[src/design/digitizer_block_word_parser_defines.svh]
// ----------------------------------------------------------------------------
// Assertion macros for the readout word parser
// Assertions sample on clk and are disabled while rst_n is low.
// ----------------------------------------------------------------------------
`ifndef DIGITIZER_BLOCK_WORD_PARSER_DEFINES_SVH
`define DIGITIZER_BLOCK_WORD_PARSER_DEFINES_SVH

`ifndef NO_ASSERTIONS

`define DBWP_ASSERT(label, expr, msg) \
    label: assert property (@(posedge clk) disable iff (!rst_n) (expr)) else $error(msg);

`define DBWP_ASSERT_IMP(label, ante, cons, msg) \
    label: assert property (@(posedge clk) disable iff (!rst_n) (ante) |-> (cons)) \
        else $error(msg);

`define DBWP_ASSERT_NEXT(label, ante, cons, msg) \
    label: assert property (@(posedge clk) disable iff (!rst_n) (ante) |=> (cons)) \
        else $error(msg);

`else

`define DBWP_ASSERT(label, expr, msg)
`define DBWP_ASSERT_IMP(label, ante, cons, msg)
`define DBWP_ASSERT_NEXT(label, ante, cons, msg)

`endif

`endif

[src/design/dbwp_pkg.sv]
// ----------------------------------------------------------------------------
// dbwp_pkg
// Types and codes shared by the readout word parser modules.
// ----------------------------------------------------------------------------
`default_nettype none

package dbwp_pkg;

    localparam int CFG_INDEX_W = 2;

    localparam logic [CFG_INDEX_W-1:0] REG_ROC_ID      = 2'd0;
    localparam logic [CFG_INDEX_W-1:0] REG_FIRST_EVENT = 2'd1;

    localparam logic [3:0] TYPE_BLOCK_HEADER  = 4'd0;
    localparam logic [3:0] TYPE_BLOCK_TRAILER = 4'd1;
    localparam logic [3:0] TYPE_EVENT_HEADER  = 4'd2;
    localparam logic [3:0] TYPE_TRIGGER_TIME  = 4'd3;
    localparam logic [3:0] TYPE_FRAME_HEADER  = 4'd5;

    typedef enum logic [2:0] {
        KIND_HIT           = 3'd0,
        KIND_EVENT_MISMATCH = 3'd1,
        KIND_TRAILER_EARLY = 3'd2,
        KIND_TRAILER_SLOT  = 3'd3,
        KIND_EVENT_EARLY   = 3'd4,
        KIND_TIME_EARLY    = 3'd5,
        KIND_FRAME_EARLY   = 3'd6
    } kind_t;

    typedef enum logic [2:0] {
        OP_DATA          = 3'd0,
        OP_BLOCK_HEADER  = 3'd1,
        OP_BLOCK_TRAILER = 3'd2,
        OP_EVENT_HEADER  = 3'd3,
        OP_TRIGGER_TIME  = 3'd4,
        OP_FRAME_HEADER  = 3'd5,
        OP_OTHER         = 3'd6
    } opcode_t;

    typedef struct packed {
        opcode_t     op;
        logic [31:0] word;
    } entry_t;

    typedef struct packed {
        logic [7:0]  roc_id;
        logic [31:0] first_event;
    } cfg_t;

    typedef struct packed {
        kind_t       kind;
        logic [7:0]  roc_id_out;
        logic [4:0]  slot;
        logic [31:0] event_num;
        logic [47:0] trig_stamp;
        logic [4:0]  fiber_num;
        logic [4:0]  module_id;
        logic [4:0]  chip_id;
        logic [9:0]  channel;
        logic [38:0] samples_first_three;
        logic [38:0] samples_last_three;
    } result_t;

endpackage

`default_nettype wire

[src/design/dbwp_if.sv]
// ----------------------------------------------------------------------------
// dbwp interfaces
// Valid/ready channels for configuration writes, readout words and results.
// ----------------------------------------------------------------------------
`default_nettype none

interface dbwp_cfg_if;
    logic                                valid;
    logic                                ready;
    logic [dbwp_pkg::CFG_INDEX_W-1:0]    index;
    logic [31:0]                         data;

    modport source (output valid, index, data, input ready);
    modport sink   (input valid, index, data, output ready);
endinterface

interface dbwp_word_if;
    logic        valid;
    logic        ready;
    logic [31:0] word;

    modport source (output valid, word, input ready);
    modport sink   (input valid, word, output ready);
endinterface

interface dbwp_result_if;
    logic                  valid;
    logic                  ready;
    dbwp_pkg::kind_t       kind;
    logic [7:0]            roc_id_out;
    logic [4:0]            slot;
    logic [31:0]           event_num;
    logic [47:0]           trig_stamp;
    logic [4:0]            fiber_num;
    logic [4:0]            module_id;
    logic [4:0]            chip_id;
    logic [9:0]            channel;
    logic [38:0]           samples_first_three;
    logic [38:0]           samples_last_three;

    modport source (output valid, kind, roc_id_out, slot, event_num, trig_stamp,
                    fiber_num, module_id, chip_id, channel, samples_first_three,
                    samples_last_three, input ready);
    modport sink   (input valid, kind, roc_id_out, slot, event_num, trig_stamp,
                    fiber_num, module_id, chip_id, channel, samples_first_three,
                    samples_last_three, output ready);
endinterface

`default_nettype wire

[src/design/dbwp_front.sv]
// ----------------------------------------------------------------------------
// dbwp_front
// Accepts readout words, decodes the word type and hands entries to the queue.
// ----------------------------------------------------------------------------
`default_nettype none

module dbwp_front
(
    input  wire logic             clk,
    input  wire logic             rst_n,
    dbwp_word_if.sink             words,
    output dbwp_pkg::entry_t      push_entry,
    output logic                  push_valid,
    input  wire logic             push_ready
);

    logic              hold_valid_reg;
    logic              hold_valid_next;
    dbwp_pkg::entry_t  hold_entry_reg;
    dbwp_pkg::opcode_t op_decoded;
    logic              take;

    assign words.ready = !hold_valid_reg || push_ready;
    assign take        = words.valid && words.ready;
    assign push_valid  = hold_valid_reg;
    assign push_entry  = hold_entry_reg;

    always_comb
    begin
        if (!words.word[31])
        begin
            op_decoded = dbwp_pkg::OP_DATA;
        end
        else
        begin
            unique case (words.word[30:27])
                dbwp_pkg::TYPE_BLOCK_HEADER:  op_decoded = dbwp_pkg::OP_BLOCK_HEADER;
                dbwp_pkg::TYPE_BLOCK_TRAILER: op_decoded = dbwp_pkg::OP_BLOCK_TRAILER;
                dbwp_pkg::TYPE_EVENT_HEADER:  op_decoded = dbwp_pkg::OP_EVENT_HEADER;
                dbwp_pkg::TYPE_TRIGGER_TIME:  op_decoded = dbwp_pkg::OP_TRIGGER_TIME;
                dbwp_pkg::TYPE_FRAME_HEADER:  op_decoded = dbwp_pkg::OP_FRAME_HEADER;
                default:                      op_decoded = dbwp_pkg::OP_OTHER;
            endcase
        end
    end

    always_comb
    begin
        hold_valid_next = hold_valid_reg;
        if (take)
        begin
            hold_valid_next = 1'b1;
        end
        else if (push_ready)
        begin
            hold_valid_next = 1'b0;
        end
    end

    always_ff @(posedge clk or negedge rst_n)
    begin
        if (!rst_n)
        begin
            hold_valid_reg <= 1'b0;
        end
        else
        begin
            hold_valid_reg <= hold_valid_next;
        end
    end

    always_ff @(posedge clk)
    begin
        if (take)
        begin
            hold_entry_reg.op   <= op_decoded;
            hold_entry_reg.word <= words.word;
        end
    end

endmodule

`default_nettype wire

[src/design/dbwp_queue.sv]
// ----------------------------------------------------------------------------
// dbwp_queue
// Short FIFO of decoded entries between the front and back ends.
// ----------------------------------------------------------------------------
`default_nettype none

`include "digitizer_block_word_parser_defines.svh"

module dbwp_queue
#(
    parameter int DEPTH = 2
)
(
    input  wire logic              clk,
    input  wire logic              rst_n,
    input  wire dbwp_pkg::entry_t  push_entry,
    input  wire logic              push_valid,
    output logic                   push_ready,
    output dbwp_pkg::entry_t       pop_entry,
    output logic                   pop_valid,
    input  wire logic              pop
);

    localparam int PTR_W = $clog2(DEPTH);
    localparam int CNT_W = $clog2(DEPTH + 1);

    dbwp_pkg::entry_t  slots_reg [DEPTH];
    logic [PTR_W-1:0]  wr_ptr_reg;
    logic [PTR_W-1:0]  wr_ptr_next;
    logic [PTR_W-1:0]  rd_ptr_reg;
    logic [PTR_W-1:0]  rd_ptr_next;
    logic [CNT_W-1:0]  count_reg;
    logic [CNT_W-1:0]  count_next;
    logic              push;
    logic              do_pop;

    assign push_ready = count_reg != CNT_W'(DEPTH);
    assign pop_valid  = count_reg != '0;
    assign pop_entry  = slots_reg[rd_ptr_reg];
    assign push       = push_valid && push_ready;
    assign do_pop     = pop && pop_valid;

    always_comb
    begin
        wr_ptr_next = wr_ptr_reg;
        rd_ptr_next = rd_ptr_reg;
        count_next  = count_reg;
        if (push)
        begin
            wr_ptr_next = (wr_ptr_reg == PTR_W'(DEPTH - 1)) ? '0 : wr_ptr_reg + PTR_W'(1);
        end
        if (do_pop)
        begin
            rd_ptr_next = (rd_ptr_reg == PTR_W'(DEPTH - 1)) ? '0 : rd_ptr_reg + PTR_W'(1);
        end
        if (push && !do_pop)
        begin
            count_next = count_reg + CNT_W'(1);
        end
        else if (do_pop && !push)
        begin
            count_next = count_reg - CNT_W'(1);
        end
    end

    always_ff @(posedge clk or negedge rst_n)
    begin
        if (!rst_n)
        begin
            wr_ptr_reg <= '0;
            rd_ptr_reg <= '0;
            count_reg  <= '0;
        end
        else
        begin
            wr_ptr_reg <= wr_ptr_next;
            rd_ptr_reg <= rd_ptr_next;
            count_reg  <= count_next;
        end
    end

    always_ff @(posedge clk)
    begin
        if (push)
        begin
            slots_reg[wr_ptr_reg] <= push_entry;
        end
    end

    `DBWP_ASSERT(a_count_bound, count_reg <= CNT_W'(DEPTH), "queue count beyond depth")
    `DBWP_ASSERT_IMP(a_pop_nonempty, pop, pop_valid, "pop from empty queue")
    `DBWP_ASSERT_NEXT(a_count_up, push && !do_pop,
        count_reg == $past(count_reg) + CNT_W'(1), "queue count did not advance on push")

endmodule

`default_nettype wire

[src/design/dbwp_back.sv]
// ----------------------------------------------------------------------------
// dbwp_back
// Executes decoded entries against the block and event state and registers
// the hit or error result.
// ----------------------------------------------------------------------------
`default_nettype none

`include "digitizer_block_word_parser_defines.svh"

module dbwp_back
(
    input  wire logic              clk,
    input  wire logic              rst_n,
    input  wire dbwp_pkg::cfg_t    cfg_regs,
    input  wire dbwp_pkg::entry_t  pop_entry,
    input  wire logic              pop_valid,
    output logic                   pop,
    dbwp_result_if.source          results
);

    logic               block_open_reg,  block_open_next;
    logic [7:0]         events_left_reg, events_left_next;
    logic [4:0]         block_slot_reg,  block_slot_next;
    logic [31:0]        event_index_reg, event_index_next;
    logic [31:0]        current_event_reg, current_event_next;
    logic [47:0]        timestamp_reg,   timestamp_next;
    logic [23:0]        time_low_reg,    time_low_next;
    logic               await_high_reg,  await_high_next;
    logic               in_frame_reg,    in_frame_next;
    logic [4:0]         fiber_reg,       fiber_next;
    logic [4:0]         module_reg,      module_next;
    logic [1:0]         phase_reg,       phase_next;
    logic [9:0]         channel_reg,     channel_next;
    logic [12:0]        held_samples_reg  [4];
    logic [12:0]        held_samples_next [4];

    logic               out_valid_reg;
    dbwp_pkg::result_t  result_reg;
    dbwp_pkg::result_t  result_next;
    logic               fire;
    logic               err;
    dbwp_pkg::kind_t    err_kind;
    logic [31:0]        w;

    assign pop = pop_valid && (!out_valid_reg || results.ready);
    assign w   = pop_entry.word;

    always_comb
    begin
        block_open_next    = block_open_reg;
        events_left_next   = events_left_reg;
        block_slot_next    = block_slot_reg;
        event_index_next   = event_index_reg;
        current_event_next = current_event_reg;
        timestamp_next     = timestamp_reg;
        time_low_next      = time_low_reg;
        await_high_next    = await_high_reg;
        in_frame_next      = in_frame_reg;
        fiber_next         = fiber_reg;
        module_next        = module_reg;
        phase_next         = phase_reg;
        channel_next       = channel_reg;
        held_samples_next  = held_samples_reg;
        fire               = 1'b0;
        err                = 1'b0;
        err_kind           = dbwp_pkg::KIND_TRAILER_EARLY;

        result_next            = '0;
        result_next.kind       = dbwp_pkg::KIND_HIT;
        result_next.roc_id_out = cfg_regs.roc_id;
        result_next.slot       = block_slot_reg;
        result_next.event_num  = current_event_reg;

        if (pop)
        begin
            if (await_high_reg)
            begin
                await_high_next = 1'b0;
                timestamp_next  = {w[23:0], time_low_reg};
            end
            else if (in_frame_reg && (phase_reg != 2'd0 || pop_entry.op == dbwp_pkg::OP_DATA))
            begin
                case (phase_reg)
                    2'd0:
                    begin
                        channel_next         = {5'd0, w[30:26]};
                        held_samples_next[0] = w[12:0];
                        held_samples_next[1] = w[25:13];
                        phase_next           = 2'd1;
                    end
                    2'd1:
                    begin
                        channel_next         = {w[30:26], channel_reg[4:0]};
                        held_samples_next[2] = w[12:0];
                        held_samples_next[3] = w[25:13];
                        phase_next           = 2'd2;
                    end
                    default:
                    begin
                        phase_next                      = 2'd0;
                        fire                            = 1'b1;
                        result_next.trig_stamp          = timestamp_reg;
                        result_next.fiber_num           = fiber_reg;
                        result_next.module_id           = module_reg;
                        result_next.chip_id             = w[30:26];
                        result_next.channel             = channel_reg;
                        result_next.samples_first_three = {held_samples_reg[2],
                                                           held_samples_reg[1],
                                                           held_samples_reg[0]};
                        result_next.samples_last_three  = {w[25:13], w[12:0],
                                                           held_samples_reg[3]};
                    end
                endcase
            end
            else if (pop_entry.op != dbwp_pkg::OP_DATA)
            begin
                in_frame_next = 1'b0;
                phase_next    = 2'd0;
                unique case (pop_entry.op)
                    dbwp_pkg::OP_BLOCK_HEADER:
                    begin
                        block_slot_next  = w[26:22];
                        events_left_next = w[7:0];
                        block_open_next  = 1'b1;
                    end
                    dbwp_pkg::OP_BLOCK_TRAILER:
                    begin
                        if (!block_open_reg || events_left_reg != 8'd0)
                        begin
                            err      = 1'b1;
                            err_kind = dbwp_pkg::KIND_TRAILER_EARLY;
                        end
                        else if (w[26:22] != block_slot_reg)
                        begin
                            err      = 1'b1;
                            err_kind = dbwp_pkg::KIND_TRAILER_SLOT;
                        end
                        else
                        begin
                            block_open_next  = 1'b0;
                            event_index_next = '0;
                        end
                    end
                    dbwp_pkg::OP_EVENT_HEADER:
                    begin
                        if (!block_open_reg || events_left_reg == 8'd0)
                        begin
                            err      = 1'b1;
                            err_kind = dbwp_pkg::KIND_EVENT_EARLY;
                        end
                        else
                        begin
                            events_left_next   = events_left_reg - 8'd1;
                            current_event_next = cfg_regs.first_event + event_index_reg;
                            event_index_next   = event_index_reg + 32'd1;
                            if (current_event_next != {16'd0, w[15:0]})
                            begin
                                fire                  = 1'b1;
                                result_next.kind      = dbwp_pkg::KIND_EVENT_MISMATCH;
                                result_next.event_num = current_event_next;
                            end
                        end
                    end
                    dbwp_pkg::OP_TRIGGER_TIME:
                    begin
                        if (!block_open_reg)
                        begin
                            err      = 1'b1;
                            err_kind = dbwp_pkg::KIND_TIME_EARLY;
                        end
                        else
                        begin
                            time_low_next   = w[23:0];
                            await_high_next = 1'b1;
                        end
                    end
                    dbwp_pkg::OP_FRAME_HEADER:
                    begin
                        if (!block_open_reg)
                        begin
                            err      = 1'b1;
                            err_kind = dbwp_pkg::KIND_FRAME_EARLY;
                        end
                        else
                        begin
                            fiber_next    = w[20:16];
                            module_next   = w[4:0];
                            in_frame_next = 1'b1;
                        end
                    end
                    default:
                    begin
                    end
                endcase

                if (err)
                begin
                    fire             = 1'b1;
                    result_next.kind = err_kind;
                    block_open_next  = 1'b0;
                    events_left_next = '0;
                    event_index_next = '0;
                    in_frame_next    = 1'b0;
                    phase_next       = 2'd0;
                    await_high_next  = 1'b0;
                end
            end
        end
    end

    always_ff @(posedge clk or negedge rst_n)
    begin
        if (!rst_n)
        begin
            block_open_reg    <= 1'b0;
            events_left_reg   <= '0;
            block_slot_reg    <= '0;
            event_index_reg   <= '0;
            current_event_reg <= '0;
            timestamp_reg     <= '0;
            time_low_reg      <= '0;
            await_high_reg    <= 1'b0;
            in_frame_reg      <= 1'b0;
            fiber_reg         <= '0;
            module_reg        <= '0;
            phase_reg         <= '0;
            channel_reg       <= '0;
            for (int i = 0; i < 4; i++)
            begin
                held_samples_reg[i] <= '0;
            end
            out_valid_reg     <= 1'b0;
        end
        else
        begin
            block_open_reg    <= block_open_next;
            events_left_reg   <= events_left_next;
            block_slot_reg    <= block_slot_next;
            event_index_reg   <= event_index_next;
            current_event_reg <= current_event_next;
            timestamp_reg     <= timestamp_next;
            time_low_reg      <= time_low_next;
            await_high_reg    <= await_high_next;
            in_frame_reg      <= in_frame_next;
            fiber_reg         <= fiber_next;
            module_reg        <= module_next;
            phase_reg         <= phase_next;
            channel_reg       <= channel_next;
            held_samples_reg  <= held_samples_next;
            if (pop)
            begin
                out_valid_reg <= fire;
            end
            else if (results.ready)
            begin
                out_valid_reg <= 1'b0;
            end
        end
    end

    always_ff @(posedge clk)
    begin
        if (pop && fire)
        begin
            result_reg <= result_next;
        end
    end

    assign results.valid               = out_valid_reg;
    assign results.kind                = result_reg.kind;
    assign results.roc_id_out          = result_reg.roc_id_out;
    assign results.slot                = result_reg.slot;
    assign results.event_num           = result_reg.event_num;
    assign results.trig_stamp          = result_reg.trig_stamp;
    assign results.fiber_num           = result_reg.fiber_num;
    assign results.module_id           = result_reg.module_id;
    assign results.chip_id             = result_reg.chip_id;
    assign results.channel             = result_reg.channel;
    assign results.samples_first_three = result_reg.samples_first_three;
    assign results.samples_last_three  = result_reg.samples_last_three;

    `DBWP_ASSERT(a_phase_range, phase_reg != 2'd3, "sample group phase out of range")
    `DBWP_ASSERT_IMP(a_phase_in_frame, !in_frame_reg, phase_reg == 2'd0,
        "sample group open outside a frame")
    `DBWP_ASSERT_IMP(a_await_in_block, await_high_reg, block_open_reg,
        "trigger time pending with no open block")
    `DBWP_ASSERT_IMP(a_no_pop_stalled, out_valid_reg && !results.ready, !pop,
        "entry retired while result stalled")

endmodule

`default_nettype wire

[src/design/digitizer_block_word_parser.sv]
// ----------------------------------------------------------------------------
// digitizer_block_word_parser
// Readout word parser: block, event, trigger time and frame decode with hit
// assembly from sample word triplets.
// ----------------------------------------------------------------------------
// The block takes one readout word per cycle on words and sustains that rate
// while results are taken; the back end retires one queued word per cycle,
// which sets the throughput. A result (hit or error report) becomes valid on
// results after the word that caused it has passed the front decode register
// and the queue; it then waits in the output register until its transfer.
// Configuration writes are always accepted and must be issued only while the
// parser is idle.
// There is no clearing pass after reset.
// ----------------------------------------------------------------------------
`default_nettype none

module digitizer_block_word_parser
#(
    parameter int QUEUE_DEPTH = 2
)
(
    input  wire logic     clk,
    input  wire logic     rst_n,
    dbwp_cfg_if.sink      cfg,
    dbwp_word_if.sink     words,
    dbwp_result_if.source results
);

    dbwp_pkg::cfg_t    cfg_regs_reg;
    dbwp_pkg::entry_t  push_entry;
    logic              push_valid;
    logic              push_ready;
    dbwp_pkg::entry_t  pop_entry;
    logic              pop_valid;
    logic              pop;

    assign cfg.ready = 1'b1;

    always_ff @(posedge clk or negedge rst_n)
    begin
        if (!rst_n)
        begin
            cfg_regs_reg <= '0;
        end
        else if (cfg.valid && cfg.ready)
        begin
            case (cfg.index)
                dbwp_pkg::REG_ROC_ID:      cfg_regs_reg.roc_id      <= cfg.data[7:0];
                dbwp_pkg::REG_FIRST_EVENT: cfg_regs_reg.first_event <= cfg.data;
                default:
                begin
                end
            endcase
        end
    end

    dbwp_front u_front
    (
        .clk        (clk),
        .rst_n      (rst_n),
        .words      (words),
        .push_entry (push_entry),
        .push_valid (push_valid),
        .push_ready (push_ready)
    );

    dbwp_queue #(.DEPTH(QUEUE_DEPTH)) u_queue
    (
        .clk        (clk),
        .rst_n      (rst_n),
        .push_entry (push_entry),
        .push_valid (push_valid),
        .push_ready (push_ready),
        .pop_entry  (pop_entry),
        .pop_valid  (pop_valid),
        .pop        (pop)
    );

    dbwp_back u_back
    (
        .clk       (clk),
        .rst_n     (rst_n),
        .cfg_regs  (cfg_regs_reg),
        .pop_entry (pop_entry),
        .pop_valid (pop_valid),
        .pop       (pop),
        .results   (results)
    );

endmodule

`default_nettype wire
[src/flat_wrapper.sv]
// flat-port wrapper written by rule: the top's interface ports become plain ports
module digitizer_block_word_parser_flat 
#(
    parameter int QUEUE_DEPTH = 2
)
  (clk, rst_n, cfg_valid, cfg_index, cfg_data, cfg_ready, words_valid, words_word, words_ready, results_valid, results_kind, results_roc_id_out, results_slot, results_event_num, results_trig_stamp, results_fiber_num, results_module_id, results_chip_id, results_channel, results_samples_first_three, results_samples_last_three, results_ready);
  dbwp_cfg_if cfg_i ();
  dbwp_word_if words_i ();
  dbwp_result_if results_i ();
  input  wire logic clk;
  input  wire logic rst_n;
  input wire logic [$bits(cfg_i.valid)-1:0] cfg_valid;
  input wire logic [$bits(cfg_i.index)-1:0] cfg_index;
  input wire logic [$bits(cfg_i.data)-1:0] cfg_data;
  output wire logic [$bits(cfg_i.ready)-1:0] cfg_ready;
  input wire logic [$bits(words_i.valid)-1:0] words_valid;
  input wire logic [$bits(words_i.word)-1:0] words_word;
  output wire logic [$bits(words_i.ready)-1:0] words_ready;
  output wire logic [$bits(results_i.valid)-1:0] results_valid;
  output wire logic [$bits(results_i.kind)-1:0] results_kind;
  output wire logic [$bits(results_i.roc_id_out)-1:0] results_roc_id_out;
  output wire logic [$bits(results_i.slot)-1:0] results_slot;
  output wire logic [$bits(results_i.event_num)-1:0] results_event_num;
  output wire logic [$bits(results_i.trig_stamp)-1:0] results_trig_stamp;
  output wire logic [$bits(results_i.fiber_num)-1:0] results_fiber_num;
  output wire logic [$bits(results_i.module_id)-1:0] results_module_id;
  output wire logic [$bits(results_i.chip_id)-1:0] results_chip_id;
  output wire logic [$bits(results_i.channel)-1:0] results_channel;
  output wire logic [$bits(results_i.samples_first_three)-1:0] results_samples_first_three;
  output wire logic [$bits(results_i.samples_last_three)-1:0] results_samples_last_three;
  input wire logic [$bits(results_i.ready)-1:0] results_ready;
  assign cfg_i.valid = cfg_valid;
  assign cfg_i.index = cfg_index;
  assign cfg_i.data = cfg_data;
  assign cfg_ready = cfg_i.ready;
  assign words_i.valid = words_valid;
  assign words_i.word = words_word;
  assign words_ready = words_i.ready;
  assign results_valid = results_i.valid;
  assign results_kind = results_i.kind;
  assign results_roc_id_out = results_i.roc_id_out;
  assign results_slot = results_i.slot;
  assign results_event_num = results_i.event_num;
  assign results_trig_stamp = results_i.trig_stamp;
  assign results_fiber_num = results_i.fiber_num;
  assign results_module_id = results_i.module_id;
  assign results_chip_id = results_i.chip_id;
  assign results_channel = results_i.channel;
  assign results_samples_first_three = results_i.samples_first_three;
  assign results_samples_last_three = results_i.samples_last_three;
  assign results_i.ready = results_ready;
  digitizer_block_word_parser #(.QUEUE_DEPTH(QUEUE_DEPTH)) u_core (.clk(clk), .rst_n(rst_n), .cfg(cfg_i), .words(words_i), .results(results_i));
endmodule
[config.mk]
export PLATFORM = sky130hd
export DESIGN_NAME = digitizer_block_word_parser_flat
export DESIGN_NICKNAME = d
export VERILOG_FILES = /design/src/design/dbwp_pkg.sv /design/src/design/dbwp_if.sv /design/src/design/dbwp_front.sv /design/src/design/dbwp_queue.sv /design/src/design/dbwp_back.sv /design/src/design/digitizer_block_word_parser.sv /design/src/flat_wrapper.sv
export VERILOG_INCLUDE_DIRS = /design/src /design/src/design
export SDC_FILE = /design/constraint.sdc
export NUM_CORES = 1
export LEC_CHECK = 0
export BUFFER_PORTS_ARGS = -buffer_cell sky130_fd_sc_hd__buf_2
export CAP_MARGIN = 30
export CORE_ASPECT_RATIO = 1.75
export CORE_MARGIN = 8
export CORE_UTILIZATION = 50
export DETAILED_ROUTE_END_ITERATION = 12
export GPL_TIMING_DRIVEN = 1
export HOLD_SLACK_MARGIN = 0.1
export PLACE_DENSITY = 0.7
export SYNTH_ARGS = -nofsm -noshare
export SYNTH_HDL_FRONTEND = slang
export SYNTH_HIERARCHICAL = 1
export SYNTH_SLANG_ARGS = --single-unit
[constraint.sdc]
create_clock -name clk -period 10.6 [get_ports clk]
set_input_delay 0.53 -clock clk [delete_from_list [all_inputs] [get_ports clk]]
set_output_delay 0.53 -clock clk [all_outputs]
set_load 0.01 [all_outputs]
==> impl.org, run 1 <==
** Clock tree
- The number of setup buffers added after CTS is 0.
- Clk Tree Root Cell :: sky130_fd_sc_hd__clkbuf_16
- The clock tree synthesis step divided the H-tree into 2 levels.
- Clock-pin slew was measured on the worst setup and hold paths at 0.07 ns.
- Post_cts resized :: 0
- Post-CTS Hold Fix Bufs :: 1
- Number of buffers created by CTS :: 49
- The later pin in the worst-skew pair is clocked with a latency of 0.57 ns.
- Counting along the longest clock path gives a buffer depth of 3.
- Number of clock sinks seen by CTS :: 573
- TritonCTS clock tree :: done

** Critical path
- STA classifies the critical path startpoint as a flop.
- Maximum fanout count along the critical path :: 77
- In this run the worst setup path begins at u_core/u_back/event_index_reg[0].
- At the worst endpoint, the arrival time is 6.18 ns.
- Required time at the endpoint of the critical path :: 10.87 ns
- Endpoint class of the critical path :: flop
- R2R Path Start :: u_core/u_back/event_index_reg[0]
- The worst setup path is of the reg -> reg kind.

** Pwr
- The worst-case IR drop observed on VDD is 146.3 µV.
- Sequential fraction of design power :: 47.6%
- Net switching is 32.93% of the power.
- Internal portion of total power :: 5.016 mW
- Power density of the placed cells :: 268.2 nW/µm²
- Share of total power in the clock network :: 23.0%
- Of the total power, combinational logic draws 29.4%.
- In this run the static leakage power is 11.82 nW.
- Total power :: 7.479 mW
- Switching Power :: 2.463 mW

** Die
- Area of the die :: 56100 µm²
- The core region is 48330 µm².
- The floorplan has 107 rows.
- 273 I/O pins were placed.
- DIE HEIGHT :: 307.4 µm
- Die Span X :: 182.5 µm
- Initial standard-cell utilization of the core :: 50.20%

** Cells and area
- Once layout is complete, the utilization of the core stands at 57.69%.
- For this run, the number of standard cells in the final layout without fillers is 2696.
- Layout cells sized above 1 :: 30.61%
- Total area of multi-input combinational cells :: 7946 µm²
- Post-route cell area :: 27880 µm²
- Antenna cell count :: 0
- Sequential cell area :: 15850 µm²
- The register with the most flip-flops in the layout has 68 of them.
- Fill cell instance count of the final layout :: 3900
- NumNets Final :: 2109
- The area growth from synthesis to layout is 14.94%.

** Timing
- The worst pin sits at a relative slew slack of 35.22%.
- Unrepaired setup endpoints after global routing :: no
- Setup slack closes at 4.685 ns.
- The final-report hold violation count is 0.
- Number of max-slew violations in the final report :: 0
- Number of endpoints failing setup at the final stage :: 0
- The tightest hold path in the finished design has a slack of 0.1405 ns.
- Setup total negative slack on the finished layout was measured at 0 ns.
- Max Clk Rate :: 169.1 MHz
- The final critical path takes up 55.80% of the cycle.
- The smallest clock period supported by the final layout is computed as 5.915 ns.
- Slew @ Worst Pin :: 0.9643 ns
- Across the routed clock network, the largest skew measured is 0.01636 ns.

** Placed design
- Port buffering added 271 buffers.
- After detailed placement, the design holds a cell count of 2601.
- Total placed instance area :: 26280 µm²
- Setup WS pre-CTS :: 4.700 ns
- RePlAce Congestion :: 0.9152
- The wire-length estimate of the detail-placed layout is 41.81 mm.

** Global routing
- Met3 global-route usage :: 3.129%
- Grt peak-use layer :: met2
- Met2 GRT Util :: 38.43%
- Number of global-route vias before repair :: 14990
- Wire length of the first global-routing pass :: 89.38 mm
- Summed over all layers, the global routing overflow is 0.
- In the global route stage, met1 resource usage came out at 22.92%.
- Number of antenna violations at the first check in global routing :: 1
- Global routing used 20.73% of the available tracks across all layers.
- Largest net degree at the start of global routing :: 80

** Logic synthesis
- During synthesis, Yosys emitted a total of 6 warnings.
- In this run the mean area of a mapped cell was 14.01 µm².
- Cell count after synthesis :: 1732
- Counting every net in the synthesized netlist gives 1839.
- The cell area that synthesis handed to floorplanning was 24260 µm².

** Outcome
- The flow ran to the end, and the final reports show no timing, DRC or antenna violations.

** Route
- In the final routed layout, each cell accounts on average for 21.78 µm.
- Summing over every cut layer, the via total after detailed routing is 14580.
- After detailed routing, the number of vias per cell comes to 5.407.
- Drt first-iter violations :: 929
- Detailed-routing iteration count for the pre-antenna-repair pass :: 6
- For this run, design rule violations remaining after detail routing come to 0.
- The routed design has 58.71 mm of wire.
- ANT nets after route :: 0

** Flow run
- Across the run, the number of max-cap violations was 0.

** Worst hold path
- The startpoint identified for the worst hold timing path is words_word[5].
- The path class of the tightest hold or removal check is in -> reg.
[power by group through the flow]
stage	combinational (mW)	clock [mW]	sequential, mW
after global placement	2.15	0	3.59
after detailed placement	2.22	0	3.61
after CTS	2.23	1.77	3.57
after global routing	2.37	1.85	3.64
after floorplan	1.20	0	3.73
final	2.20	1.72	3.56
[cells in the final DEF (no fill, tap or decap), types with 10 or more instances in the layout]
master and instances:
sky130_fd_sc_hd__buf_2 270, sky130_fd_sc_hd__a21o_1 10, sky130_fd_sc_hd__nand2b_1 10, sky130_fd_sc_hd__clkbuf_1 18
sky130_fd_sc_hd__nand3_1 24, sky130_fd_sc_hd__edfxtp_1 301, sky130_fd_sc_hd__dfrtp_1 271, sky130_fd_sc_hd__mux2_2 210
sky130_fd_sc_hd__nor3_1 15, sky130_fd_sc_hd__a21oi_1 58, sky130_fd_sc_hd__xor2_1 36, sky130_fd_sc_hd__ha_1 35
sky130_fd_sc_hd__nand4_1 22, sky130_fd_sc_hd__and3_1 12, sky130_fd_sc_hd__buf_4 15, sky130_fd_sc_hd__and2_1 158
sky130_fd_sc_hd__xnor2_1 32, sky130_fd_sc_hd__inv_1 37, sky130_fd_sc_hd__o21ai_0 83, sky130_fd_sc_hd__clkbuf_16 49
sky130_fd_sc_hd__nand2_1 95, sky130_fd_sc_hd__mux2_4 28, sky130_fd_sc_hd__or3_1 12, sky130_fd_sc_hd__nor2_1 72
[critical path: stages (launching register included)]
cell	delay, ns
sky130_fd_sc_hd__dfrtp_1	0.42
sky130_fd_sc_hd__ha_1	0.25
sky130_fd_sc_hd__fa_1	0.45
sky130_fd_sc_hd__a211oi_2	0.27
sky130_fd_sc_hd__nor2_1	0.09
sky130_fd_sc_hd__o41a_1	0.40
sky130_fd_sc_hd__a311oi_2	0.39
sky130_fd_sc_hd__xor2_1	0.19
sky130_fd_sc_hd__o211ai_1	0.12
sky130_fd_sc_hd__or4_4	0.51
sky130_fd_sc_hd__nor4_4	0.42
sky130_fd_sc_hd__a31oi_2	0.15
sky130_fd_sc_hd__or3_4	0.74
sky130_fd_sc_hd__buf_4	0.47
sky130_fd_sc_hd__buf_4	0.34
sky130_fd_sc_hd__buf_16	0.23
[per-layer routing]
layer / share of wire (%) / wire length (µm) / vias to the layer above
met5: 0.015 / 9 / -
met3: 4.9 / 2904 / 108
li1: - / - / 6780
met4: 4.6 / 2680 / 2
met1: 37 / 21550 / 7267
met2: 54 / 31570 / 421
[final timing paths]
path | slack (ns) | cells after the start | to
worst max-delay path | 4.69 | 15 | u_core/u_back/results.samples_first_three[12]
worst min-delay path | 0.14 | 1 | u_core/u_front/push_entry[5]
worst max register to register | 4.69 | 15 | u_core/u_back/results.samples_first_three[12]
worst min register to register | 0.45 | 0 | u_core/u_back/results.roc_id_out[4]
max in group asynchronous | 8.32 | 5 | u_core/u_back/event_index_reg[29]
min in group asynchronous | 0.50 | 2 | u_core/u_back/held_samples_reg[39]
[layout make-up]
cell class	count	share of cell area [%]
flip-flops and latches	573	56.83
clock buffers	72	4.887
clock inverters	19	0.5430
inverters	37	0.4981
multi-input cells	1049	28.50
well taps	654	2.935
repair buffers	292	5.807
Power figures use the tool's default switching activity.
==> run 2: changes to the inputs <==
==> constraint.sdc (replaced) <==
create_clock -name clk -period 6.15 [get_ports clk]
set_input_delay 0.3075 -clock clk [delete_from_list [all_inputs] [get_ports clk]]
set_output_delay 0.3075 -clock clk [all_outputs]
set_load 0.01 [all_outputs]
==> impl.org, run 2 (synthesized netlist as in run 1, its figures left out) <==
** Route
- For this block, the via count after detailed routing is 14970.
- Final routed wire length divided by cell count :: 21.21 µm
- In this run, the number of DRC markers left after iteration 0 of detailed routing was 905.
- The first TritonRoute pass finished after 5 iterations.
- Average via count per standard cell :: 5.425
- DRT Wirelength :: 58.55 mm
- Once detail routing completed, the nets flagged for antenna violations numbered 0.
- DRC violation count after routing :: 0

** Timing
- Number of endpoints with negative hold slack in the final report :: 0
- Based on the critical path, the design can be clocked at up to 192.8 MHz.
- Number of endpoints failing setup at the final stage :: 0
- Number of max-slew violations in the final report :: 0
- Max-Slew Margin vs Limit :: 36.07%
- Across the routed clock network, the largest skew measured is 0.01553 ns.
- Setup total negative slack on the finished layout was measured at 0 ns.
- Fraction of the cycle the final worst path needs :: 84.35%
- Slew @ Worst Pin :: 0.9589 ns
- In the post-route analysis, the smallest setup slack over all paths is 0.9623 ns.
- The worst path in the final design needs a cycle of 5.188 ns, including I/O delays and setup.
- Worst hold slack :: 0.1791 ns
- Setup repair after global routing left no endpoint under its margin.

** Critical path
- On the critical path the largest part of the delay comes from simple AND/OR/NAND/NOR gates.
- Setup slack of the worst register-to-register path :: 0.96 ns
- Biggest cell delay along the critical path :: 0.67 ns
- Endpoint class of the critical path :: flop
- Data on the critical path is required at its endpoint by 6.36 ns.
- Element type at the critical path start :: flop
- The setup path with the least slack is of type reg -> reg.
- Crit-path cells :: ha_1, fa_1, a211oi_2, nor2_1, o41a_1, a311oi_2, xor2_1, o211ai_1, or4_4, nor4_4, a31oi_2, or3_4, buf_12
- For the worst setup path, the data arrival time is 5.39 ns.
- Crit path max-delay cell type :: sky130_fd_sc_hd__or3_4
- Crit path buf inv count :: 1
- Maximum fanout count along the critical path :: 107

** Placed design
- At the end of routability-driven placement, the weighted congestion stood at 0.9420.
- Total placed instance area :: 26280 µm²
- The count of buffers added on input and output ports is 271.
- Number of cells after detailed placement :: 2601
- Setup WS pre-CTS :: 0.9988 ns
- HPWL after detailed placement :: 41.73 mm

** Die
- The die covers 56100 µm².
- Placeable core region :: 48330 µm²
- During I/O placement, the number of pins put on the boundary was 273.
- Initial standard-cell utilization of the core :: 50.20%
- The die is 307.4 µm tall.
- Die Span X :: 182.5 µm
- Floorplan row count :: 107

** Cells and area
- Counting the fill cells in the layout gives 3831.
- Antenna cell count :: 0
- Most common cell after layout, fill and taps aside :: sky130_fd_sc_hd__edfxtp_1
- Relative to the synthesized area, the layout overhead comes to 17.69%.
- Post-route cell area :: 28550 µm²
- Non-filler instance count after layout :: 2760
- In the final layout, the share of cells above drive strength 1 is 29.91%.
- Most frequent cells in the layout :: sky130_fd_sc_hd__edfxtp_1 (301), sky130_fd_sc_hd__dfrtp_1 (271), sky130_fd_sc_hd__buf_2 (270)
- The register with the most flip-flops in the layout has 68 of them.
- Cells fill 59.07% of the core in the end.
- NumNets Final :: 2172

** Clock tree
- Post-CTS timing repair inserted 0 buffers for setup.
- Clk Tree Root Cell :: sky130_fd_sc_hd__clkbuf_16
- The clock passes through at most 3 buffers.
- Clock latency on the worst-skew pair :: 0.58 ns
- TritonCTS built the clock tree.
- Post_cts resized :: 0
- Number of buffers created by CTS :: 49
- Clock slew at the register clock pins of the worst setup and hold paths :: 0.06 ns
- Number of clock sinks seen by CTS :: 573
- Number of H-tree levels :: 2
- Hold repair after CTS inserted 66 buffers.

** Global routing
- Largest net degree at the start of global routing :: 118
- Global Route Usage Sum :: 20.64%
- Global routing finished with a remaining overflow of 0.
- Wire length of the first global-routing pass :: 89.15 mm
- Number of global-route vias before repair :: 15510
- Number of antenna violations at the first check in global routing :: 0

** Pwr
- Standby leakage power :: 12.11 nW
- Total power :: 13.00 mW
- Power spread over the standard cell area amounts to 455.3 nW/µm².
- Worst supply voltage drop on vdd :: 346.0 µV

** Flow run
- Max Cap Viol :: 0

** Worst hold path
- The path class of the tightest hold or removal check is in -> reg.

** Outcome
- The flow ran to the end, and the final reports show no timing, DRC or antenna violations.
run 2: cell count changes in the layout (fill, tap and decap cells not counted), sizes merged:
cell	before	now
dlygate4sd3	1	66
buf	291	288
clkbuf	72	74
clkinvlp	3	1
inv	39	41
bufinv	2	3
clkinv	12	11
run 2: final timing paths:
path / start / to / cells after the start
worst max-delay path: u_core/u_back/event_index_reg[0] / u_core/u_back/results.roc_id_out[2] / 13
worst min-delay path: words_word[31] / u_core/u_front/push_entry[33] / 3
worst max register to register: u_core/u_back/event_index_reg[0] / u_core/u_back/results.roc_id_out[2] / 13
worst min register to register: u_core/u_front/push_entry[21] / u_core/u_queue/slots_reg[1][21] / 0
max in group asynchronous: rst_n / u_core/u_back/channel_reg[2] / 3
min in group asynchronous: rst_n / u_core/u_back/timestamp_reg[26] / 2
run 2: power breakdown:
group	internal, mW	leakage (nW)	total [mW]	switching, mW
Sequential	5.59	6.32	6.14	0.558
Combinational	1.44	5.01	3.77	2.33
Clock	1.71	0.784	3.08	1.37
Total	8.74	12.1	13.0	4.25
run 2: area by class of cell:
class / instances / area [µm²] / area share (%)
flip-flops and latches: 573 / 15850 / 55.50
repair buffers: 355 / 2200 / 7.704
multi-input cells: 1049 / 7946 / 27.83
inverters: 37 / 138.9 / 0.4865
clock inverters: 19 / 202.7 / 0.7100
clock buffers: 73 / 1398 / 4.895
well taps: 654 / 818.3 / 2.866
run 2: per-layer routing:
metal | wire [µm] | vias to the layer above | global-route usage (%)
met3 | 2801 | 122 | 2.822
met2 | 31320 | 472 | 38.59
li1 | - | 6913 | -
met4 | 2860 | 0 | 10.02
met1 | 21570 | 7466 | 22.52
met5 | 0 | - | 0
run 2: tightest hold or removal path, cell delays in order:
cell                       delay, ns
sky130_fd_sc_hd__buf_2          0.09
sky130_fd_sc_hd__inv_1          0.09
sky130_fd_sc_hd__a311oi_2       0.08
==> run 3: changes to the inputs <==
--- a/config.mk
+++ b/config.mk
@@ -6,6 +6,7 @@
 export SDC_FILE = /design/constraint.sdc
 export NUM_CORES = 1
 export LEC_CHECK = 0
+export ABC_AREA = 1
 export BUFFER_PORTS_ARGS = -buffer_cell sky130_fd_sc_hd__buf_2
 export CAP_MARGIN = 30
 export CORE_ASPECT_RATIO = 1.75
==> constraint.sdc (replaced) <==
create_clock -name clk -period 4.8 [get_ports clk]
set_input_delay 0.24 -clock clk [delete_from_list [all_inputs] [get_ports clk]]
set_output_delay 0.24 -clock clk [all_outputs]
set_load 0.01 [all_outputs]
==> impl.org, run 3 <==
** Clock tree
- Number of buffers created by CTS :: 50
- The clock drives 573 sinks.
- Number of H-tree levels :: 2
- In this run, post-CTS hold repair placed 75 buffers.
- Post CTS Setup Buffer Count :: 0
- For the worst-skew pair, the clock arrives at the later sink with an insertion delay of 0.58 ns.
- TritonCTS built the clock tree.
- After clock tree synthesis, the clock-pin slew on the worst setup and hold paths is 0.06 ns.
- Maximum root-to-sink buffer count :: 3
- Clock tree synthesis selected as its root buffer the cell sky130_fd_sc_hd__clkbuf_16.
- Post_cts resized :: 0

** Die
- Row generation in the floorplan step produced 109 rows.
- Area of the die :: 58630 µm²
- The floorplan step set the die height to 314.4 µm.
- Placeable core region :: 50460 µm²
- Initial standard-cell utilization of the core :: 50.41%
- Ports :: 273
- Die Span X :: 186.5 µm

** Pwr
- Combinational cells account for 32.9% of the total power.
- Internal portion of total power :: 11.64 mW
- Standby leakage power :: 13.83 nW
- Power spread over the standard cell area amounts to 621.8 nW/µm².
- Total power :: 18.67 mW
- Net switching is 37.64% of the power.
- For this design the total switching power over the nets is 7.027 mW.
- Share of total power in the clock network :: 22.9%
- Worst supply voltage drop on vdd :: 416.4 µV
- Sequential fraction of design power :: 44.2%

** Timing
- Setup violations remaining at the end of the flow were counted as 0.
- The final-report hold violation count was 0.
- The final number of max-transition violations came to 0.
- Setup TNS :: 0 ns
- Setup repair after global routing left no endpoint under its margin.
- Max-Slew Margin vs Limit :: 33.95%
- Fraction of the cycle the final worst path needs :: 92.92%
- Max Clk Rate :: 224.2 MHz
- Slew @ Worst Pin :: 0.9884 ns
- For the final database, setup skew stands at 0.01954 ns.
- After layout, the worst setup slack is 0.3399 ns.
- Subtracting the final worst setup slack from the clock period gives 4.460 ns.

** Placed design
- Before CTS, the worst setup slack after placement is 0.4209 ns.
- In this run the tool buffered the top-level ports with 271 buffer cells.
- RePlAce Congestion :: 0.9953
- The HPWL after detailed placement is 54.53 mm.
- In this run, placement finished with an instance count of 3569.
- Total placed instance area :: 27480 µm²

** Cells and area
- The register with the most flip-flops in the layout has 68 of them.
- Summing all non-filler instances in the final layout gives an area of 30020 µm².
- NumNets Final :: 3139
- Compared with the post-synthesis result, the final layout area differs by 18.03%.
- In the layout the commonest cells are sky130_fd_sc_hd__nand2_1 (800), sky130_fd_sc_hd__inv_1 (346), sky130_fd_sc_hd__edfxtp_1 (301).
- Layout cells sized above 1 :: 13.90%
- Excluding fillers, the count of instances in the completed layout stands at 3740.
- Most common cell after layout, fill and taps aside :: sky130_fd_sc_hd__nand2_1

** Critical path
- Along the worst path, the maximum fanout reaches 35.
- Data on the critical path is required at its endpoint by 5.20 ns.
- Count of cells along the worst register-to-register path :: 16
- Element type at the critical path start :: flop
- Type of the setup path with the least slack :: reg -> reg
- STA classifies the critical path endpoint as a flop.
- For the worst setup path, the data arrival time is 4.86 ns.

** Worst hold path
- Path category of the worst min-delay check :: in -> reg
- Counting instances, the worst hold path has a depth of 5.

** Global routing
- The first global-routing pass estimated 112.9 mm of wire.
- Entering global routing, the biggest net connects 122 pins.
- The number of antenna violations at the first check in global routing is 1.
- Global routing used 24.77% of the available tracks across all layers.
- Number of global-route vias before repair :: 19420
- After global routing the overflow that remains totals 0.

** Route
- In this run the remaining antenna-violating nets after routing total 0.
- After the first detailed-routing iteration, the DRC count stood at 1523.
- After detailed routing, the average wire length per cell comes to 19.58 µm.
- The final route contains 19400 vias.
- Average via count per standard cell :: 5.187
- The first TritonRoute pass finished after 6 iterations.
- DRC violation count after routing :: 0
- After detailed routing, the total wire length is 73.22 mm.

** Logic synthesis
- Synthesized Nets :: 2811
- For this run, the number of Yosys warnings is 6.
- After synthesis the cells add up to 25440 µm².
- Avg Synthesized Cell Area :: 9.408 µm²
- Cell count after synthesis :: 2704

** Outcome
- The flow ran to the end, and the final reports show no timing, DRC or antenna violations.

** Flow run
- Across the run, the number of max-cap violations was 0.
[run 3: path summary, 6_finish.rpt]
check                                         startpoint                           endpoint  slack, ns
min reg2reg                u_core/u_front/push_entry[12]    u_core/u_queue/slots_reg[0][12]       0.44
max in group asynchronous                          rst_n  u_core/u_back/event_index_reg[17]       3.27
max reg2reg                    u_core/u_queue/rd_ptr_reg  u_core/u_back/event_index_reg[23]       0.34
max                            u_core/u_queue/rd_ptr_reg  u_core/u_back/event_index_reg[23]       0.34
min in group asynchronous                          rst_n     u_core/u_back/timestamp_reg[1]       0.25
min                                         cfg_index[1]            u_core/cfg_regs_reg[32]       0.23
[run 3: area by class of cell]
| type | instances | area, µm² |
|---|---|---|
| inverters | 357 | 1348 |
| flip-flops and latches | 573 | 15850 |
| diodes | 1 | 2.502 |
| clock buffers | 66 | 1393 |
| well taps | 666 | 833.3 |
| clock inverters | 27 | 360.3 |
| repair buffers | 371 | 2400 |
| multi-input cells | 1679 | 7843 |
| fillers | 4387 | 20440 |
[run 3: per-stage QoR]
stage          utilization, %  hold WS [ns]
2_1_floorplan               -      -0.05559
3_3_place_gp            54.36        0.3251
3_5_place_dp            54.45        0.3313
5_1_grt                 59.49        0.2614
6_report                59.50        0.2262
4_1_cts                 59.41        0.1845
[run 3: routing by layer]
metal  GRT usage, %  wire, µm  part of all wire (%)
met5              0         0                     0
met4          13.94      4494                   6.1
met3          3.592      3383                   4.6
met2          46.44     38810                    53
met1          26.24     26530                    36
[run 3: critical path: stages (launching register included)]
cell	delay (ns)
sky130_fd_sc_hd__dfrtp_1	0.58
sky130_fd_sc_hd__inv_8	0.30
sky130_fd_sc_hd__nand2_1	0.08
sky130_fd_sc_hd__nand2_1	0.15
sky130_fd_sc_hd__inv_1	0.12
sky130_fd_sc_hd__nor2_1	0.15
sky130_fd_sc_hd__inv_2	0.07
sky130_fd_sc_hd__nor2_1	0.19
sky130_fd_sc_hd__nand2_1	0.13
sky130_fd_sc_hd__nand4_1	0.09
sky130_fd_sc_hd__nand2_1	0.36
sky130_fd_sc_hd__inv_1	0.22
sky130_fd_sc_hd__buf_4	0.30
sky130_fd_sc_hd__nor2_1	0.11
sky130_fd_sc_hd__nor2_4	0.36
sky130_fd_sc_hd__inv_2	0.35
sky130_fd_sc_hd__o31ai_1	0.69
[run 3: power groups by stage]
stage / sequential [mW] / combinational [mW] / clock, mW
after floorplan: 8.55 / 3.25 / 0
after global placement: 8.31 / 5.96 / 0
after detailed placement: 8.34 / 6.11 / 0
after CTS: 8.26 / 6.19 / 4.35
after global routing: 8.43 / 6.77 / 4.52
final: 8.25 / 6.14 / 4.28
